## src/design/bcis_pkg.sv

```systemverilog
// Package for the byte CPU step block: command codes, controller states,
// and the command and status structs between controller and datapath. No dependencies.
package bcis_pkg;

    typedef enum logic [1:0] {
        CMD_WRITE = 2'd0,
        CMD_EXEC  = 2'd1,
        CMD_READ  = 2'd2,
        CMD_NONE  = 2'd3
    } t_cmd;

    typedef enum logic [2:0] {
        ST_IDLE,
        ST_FETCH,
        ST_DECODE,
        ST_OPER,
        ST_EXEC,
        ST_DONE
    } t_state;

    // memory address source
    typedef enum logic [1:0] {
        AS_ADDR = 2'd0,
        AS_RP   = 2'd1,
        AS_RN   = 2'd2,
        AS_RX   = 2'd3
    } t_asel;

    typedef struct packed {
        logic  load_in;    // capture the input word
        logic  mem_rd;     // launch a memory read
        t_asel asel;
        logic  mem_wr_ext; // write wdata at addr
        logic  latch_op;   // opcode register takes read data
        logic  exec;       // execute with operand in read data
        logic  rd_capture; // rdata takes read data
        logic  clr_rdata;
    } t_ctl;

    typedef struct packed {
        t_cmd cmd;
        logic need_mem;    // instruction reads memory
        logic mem_addr_rn; // operand address R(N)
        logic mem_addr_rp; // operand address R(P)
    } t_sts;

    localparam logic [15:0] HI_MASK = 16'hff00;
    localparam logic [15:0] LO_MASK = 16'h00ff;

endpackage

```

## src/design/bcis_ctrl.sv

```systemverilog
// Controller state machine of the byte CPU step block.
// Depends on bcis_pkg.
module bcis_ctrl
    import bcis_pkg::*;
(
    input  logic i_clk,
    input  logic i_rst_n,
    input  logic i_valid,
    output logic o_in_stall,
    output logic o_valid,
    input  logic i_out_stall,
    input  t_sts i_sts,
    output t_ctl o_ctl
);
    t_state r_state, n_state;

    always_ff @(posedge i_clk) begin
        if (!i_rst_n) begin
            r_state <= ST_IDLE;
        end else begin
            r_state <= n_state;
        end
    end

    always_comb begin
        n_state = r_state;
        case (r_state)
            ST_IDLE:   if (i_valid) n_state = ST_FETCH;
            ST_FETCH:  n_state = (i_sts.cmd == CMD_EXEC) ? ST_DECODE : ST_EXEC;
            ST_DECODE: n_state = i_sts.need_mem ? ST_OPER : ST_EXEC;
            ST_OPER:   n_state = ST_EXEC;
            ST_EXEC:   n_state = ST_DONE;
            ST_DONE:   if (!i_out_stall) n_state = ST_IDLE;
            default:   n_state = ST_IDLE;
        endcase
    end

    always_comb begin
        o_ctl      = '0;
        o_ctl.asel = AS_ADDR;
        o_in_stall = (r_state != ST_IDLE);
        o_valid    = (r_state == ST_DONE);
        case (r_state)
            ST_IDLE: o_ctl.load_in = i_valid;
            ST_FETCH: begin
                case (i_sts.cmd)
                    CMD_EXEC: begin
                        o_ctl.mem_rd = 1'b1;
                        o_ctl.asel   = AS_RP;
                    end
                    CMD_READ:  o_ctl.mem_rd = 1'b1;
                    CMD_WRITE: o_ctl.mem_wr_ext = 1'b1;
                    default:   o_ctl.clr_rdata = 1'b1;
                endcase
            end
            ST_DECODE: begin
                o_ctl.latch_op = 1'b1;
                o_ctl.mem_rd   = i_sts.need_mem;
                o_ctl.asel     = i_sts.mem_addr_rn ? AS_RN :
                                 i_sts.mem_addr_rp ? AS_RP : AS_RX;
            end
            ST_EXEC: begin
                o_ctl.exec       = (i_sts.cmd == CMD_EXEC);
                o_ctl.rd_capture = (i_sts.cmd == CMD_READ);
                o_ctl.clr_rdata  = (i_sts.cmd != CMD_READ);
            end
            default: ;
        endcase
    end
endmodule

```

## config.mk

```make
export PLATFORM = sky130hd
export DESIGN_NAME = bcis_ctrl
export DESIGN_NICKNAME = d
export VERILOG_FILES = /design/src/design/bcis_pkg.sv /design/src/design/bcis_ctrl.sv
export SDC_FILE = /design/constraint.sdc
export NUM_CORES = 1
export LEC_CHECK = 0
export BUFFER_PORTS_ARGS = -buffer_cell sky130_fd_sc_hd__buf_2
export CAP_MARGIN = 20
export CORE_AREA = 3 3 40 42
export CTS_BUF_LIST = sky130_fd_sc_hd__clkbuf_8
export CTS_CLUSTER_SIZE = 24
export DETAILED_ROUTE_END_ITERATION = 16
export DIE_AREA = 0 0 43 45
export PLACE_DENSITY_LB_ADDON = 0.15
export SYNTH_ARGS = -nofsm -noshare
export SYNTH_HDL_FRONTEND = slang
export SYNTH_SLANG_ARGS = --single-unit
```

## constraint.sdc

```tcl
create_clock -name i_clk -period 1.2 [get_ports i_clk]
set_clock_uncertainty 0.05 [all_clocks]
set_input_delay 0.24 -clock i_clk [delete_from_list [all_inputs] [get_ports i_clk]]
set_output_delay 0.24 -clock i_clk [all_outputs]
set_load 0.01 [all_outputs]
```

== Yosys cells after proc, flatten, opt, wreduce, memory -nomap -nowiden ==
Index checks and enable logic that the tools add are counted.

* Memories kept: 0
* RAM bits: 0
* Memory bits (read-only): 0
* Latch bits: 0
* Input port bits: 9
* Output and inout port bits: 11
* Logic and storage cells: 34
* Register bits: 3

* Add/subtract/negate cells: 0
* Eq/ne operators: 10
* Bitwise gates (word level): 0
* $mul: 0
* $lt $le $gt $ge: 0
* Reductions and logical operators: 6
* Divide/modulo/power cells: 0
* Muxes and demuxes: 17
* Shift-type cells: 0

{| class="wikitable"
|+ Operators by type and width
! operator !! number
|-
| 3-bit one-hot mux with 6 select lines || 1
|-
| 3-bit 2-to-1 mux || 4
|-
| 1-bit 2-to-1 mux || 7
|-
| 3-bit by 2-bit == test with 1-bit output (second input constant) || 2
|-
| 3-bit == test (second input constant) || 2
|-
| 2-bit 2-to-1 mux || 3
|-
| 2-bit inequality test (second input constant) || 3
|-
| 3-bit one-hot mux with 2 select lines || 1
|-
| 3-bit by 1-bit == test with 1-bit output (second input constant) || 1
|-
| 3-bit logical NOT || 1
|-
| 3-bit nonzero test || 1
|-
| 3-bit OR reduction || 1
|-
| 2-bit by 1-bit == test with 1-bit output (second input constant) || 1
|-
| 2-bit == test (second input constant) || 1
|-
| 2-bit logical NOT || 1
|-
| 1-bit one-hot mux with 2 select lines || 1
|-
| 2-bit AND reduction || 1
|-
| 2-bit OR reduction || 1
|}

== Longest topological paths before layout ==
* Word-level depth: 4
* Mapped depth: 5
* Depth with buffers taken out: 5

== Worst setup path after synthesis ==
Ideal clock, no wire load.

* Path type: reg-to-output
* Start point: register r_state[1]
* End point: output o_ctl[6] in the netlist's numbering
* Stages on the path, launching flop included: 4
* Required time: 0.910 ns
* Data arrival time: 1.164 ns
* Slack: -0.254 ns
* Path through: dfxtp_1 buf_2 nor3b_1 a21boi_1

{| class="wikitable"
|+ RTL lines
! element !! line !! text
|-
| start, declared || bcis_ctrl.sv:15 || <nowiki>t_state r_state, n_state;</nowiki>
|-
| start signal, assigned || bcis_ctrl.sv:21 || <nowiki>r_state <= n_state;</nowiki>
|-
| end, declared || bcis_ctrl.sv:13 || <nowiki>output t_ctl o_ctl</nowiki>
|}

==> run metrics <==
antenna viol nets, final=0; Die H=45 microns; CP max-delay cell=dfxtp_4; global-route wire length before repair=1770 microns; clock transition at the registers of the reported paths=0.03 ns; RD Place Congestion=0.738; top post-synthesis cells by area=dfxtp_1 17%, ha_1 14%, nand3b_1 6.4%; Synth top area share=17.1%; Rows=13; Fillers=124; TritonCTS clock tree=yes; most frequent CP cell=buf_6; I/O pins=20; Routed WL per cell=10.7 microns; worst endpoint required time=0.91 ns; status=finished, violations left; max incr delay on CP=0.35 ns; pwr/cell area=964 nW/um^2; Initial Utilization=27.3%; DR DRC count=0; Via density=4.71; most frequent cells in the layout=15 x buf_2, 13 x buf_4, 8 x buf_6; final hold violations=0; antenna violations before repair=0; IO buf count=19; sequential-to-total area share from yosys stat=17.1%; cts bufs inserted=3; metal3 WL=72 microns; Slew Limit Headroom=77.6%; critical-path maximum fanout=6; crit path time final=1.46 ns; total track usage=12.0%; Reg2Reg Depth=5; HP Class=input port to register; Non-Filler Instances=99; final HPWL from detailed placement=773 microns; Biggest register=r_state; syn avg cell area=7.62 sq um; die area=1940 sq um; Final #Nets=98; ANT cells=0; biggest regs=r_state (3); Largest register FFs=3; setup TNS=-2.26 ns; critical path type=register to output port; Clock Sinks=3; peak supply drop=0.391 mV; placed cells=90; area grow syn2layout=123%; GRT overflow=0; hold path depth=3; register bit total from synthesis=3; Setup violations, final=14; final WL=1060 microns; worst path bufs/invs=2; starting DRC count in detailed routing=1; worst skew pair latency=0.21 ns; RSZ-0062 raised after global routing=yes; post-synth top area cell=dfxtp_1; CP Launch Type=register; Slew Viols, Final=0; root buf cell=clkbuf_8; critical-path cell list=buf_6, nor3b_4, a21boi_4, buf_6; maximum clock frequency=683 MHz; via count=466; hold_buf cts=0; core footprint=1280 sq um; Cells after Synth=46; violations in the final reports=negative setup slack; post-synthesis cell type count=26; Slew @ Worst Pin=0.335 ns; Max Cap Violations=0; synthesized net count=59; top sig layer=met3; YS warnings=0; die width=43 microns; crit end category=output port; Syn Std Cell Area=350 sq um; wl on met1=443 microns; CP top delay family=flip-flops; commonest non-fill, non-tap cell in the layout=buf_2; multi-input logic area=348 sq um; cell count along the critical path=4; number of global-route vias before repair=438; final period utilization=122%; LEAKAGE=0.000395 uW; # H-tree levels=1; setup slack after layout=-0.264 ns; hold slack final=0.270 ns; total length of routed met2 wires=539 microns; largest net degree at the start of global routing=9; total iterations of the first detailed-routing run=2; register area=68.8 sq um; critical path arrival=1.17 ns; Longest Clk Path Bufs=2; layout cells sized above 1=72.6%; Final Util=60.9%
stage by stage:
stage / total power (uW) / area, sq um / worst slack, ns
after floorplan: 294 / 432 / -0.0297
after global placement: 411 / 623 / -0.121
after detailed placement: 411 / 623 / -0.112
after CTS: 739 / 738 / -0.284
after global routing: 800 / 782 / -0.320
final: 754 / 782 / -0.264
cells by family after synthesis:
family	count (synthesis)	synth area share, %
compound gates	10	18.9
simple gates	21	40.7
flops	3	17.1
buf+inv	8	8.93
fa+ha+maj	4	14.3
tightest hold or removal path, delay by kind of cell:
family          cells  cell delay, ns
buf+inv             1            0.12
simple gates        1            0.09
compound gates      1            0.04
synth_stat cells:
library cell and n:
inv_1 5, ha_1 4, nand2_1 4, a21oi_1 3
dfxtp_1 3, nand3b_1 3, clkbuf_1 2, nand2b_1 2
nor2_1 2, nor3b_1 2, a211oi_1 1, a21boi_1 1
a21o_1 1, a221oi_1 1, and2_1 1, and3b_1 1
buf_2 1, nand3b_4 1, nand4_1 1, nor2b_1 1
nor3_1 1, o21a_1 1, o21ai_1 1, o31ai_1 1
or3_1 1, or4_4 1
per-layer routing:
metal  up-vias  global-route usage (%)
met1       215                    13.4
met2        15                    21.6
met3         0                    2.79
met5         -                       0
li1        236                       -
met4         0                    5.42
area by class of cell:
cell class	count	share of cell area [%]
clock buffers	3	5.28
clock inverters	1	0.480
inverters	5	2.40
multi-input cells	35	44.5
flip-flops and latches	3	8.80
well taps	15	2.40
repair buffers	37	36.2
final timing paths:
path                                 from                 endpoint  slack [ns]
hold reg to reg   r_state[2]$_SDFFE_PN0P_  r_state[1]$_SDFFE_PN0P_        0.57
hold / removal                    i_rst_n  r_state[1]$_SDFFE_PN0P_        0.27
setup / recovery  r_state[0]$_SDFFE_PN0P_                 o_ctl[6]       -0.26
setup reg to reg  r_state[0]$_SDFFE_PN0P_  r_state[1]$_SDFFE_PN0P_       -0.04
report_power, final:
part	internal, uW	leakage [uW]	switching, uW
Combinational	201	0.000342	140
Clock	218	0.0000269	64.8
Sequential	112	0.0000264	19.0
Total	531	0.000395	223
what timing repair did:
action | CTS | global route
endpoints found under the setup margin | 14 | 14
gates resized for setup | 11 | 7
buffers inserted | 4 | 2
pin swaps | 5 | 4
Note: power is estimated with default switching activity, not from simulation.
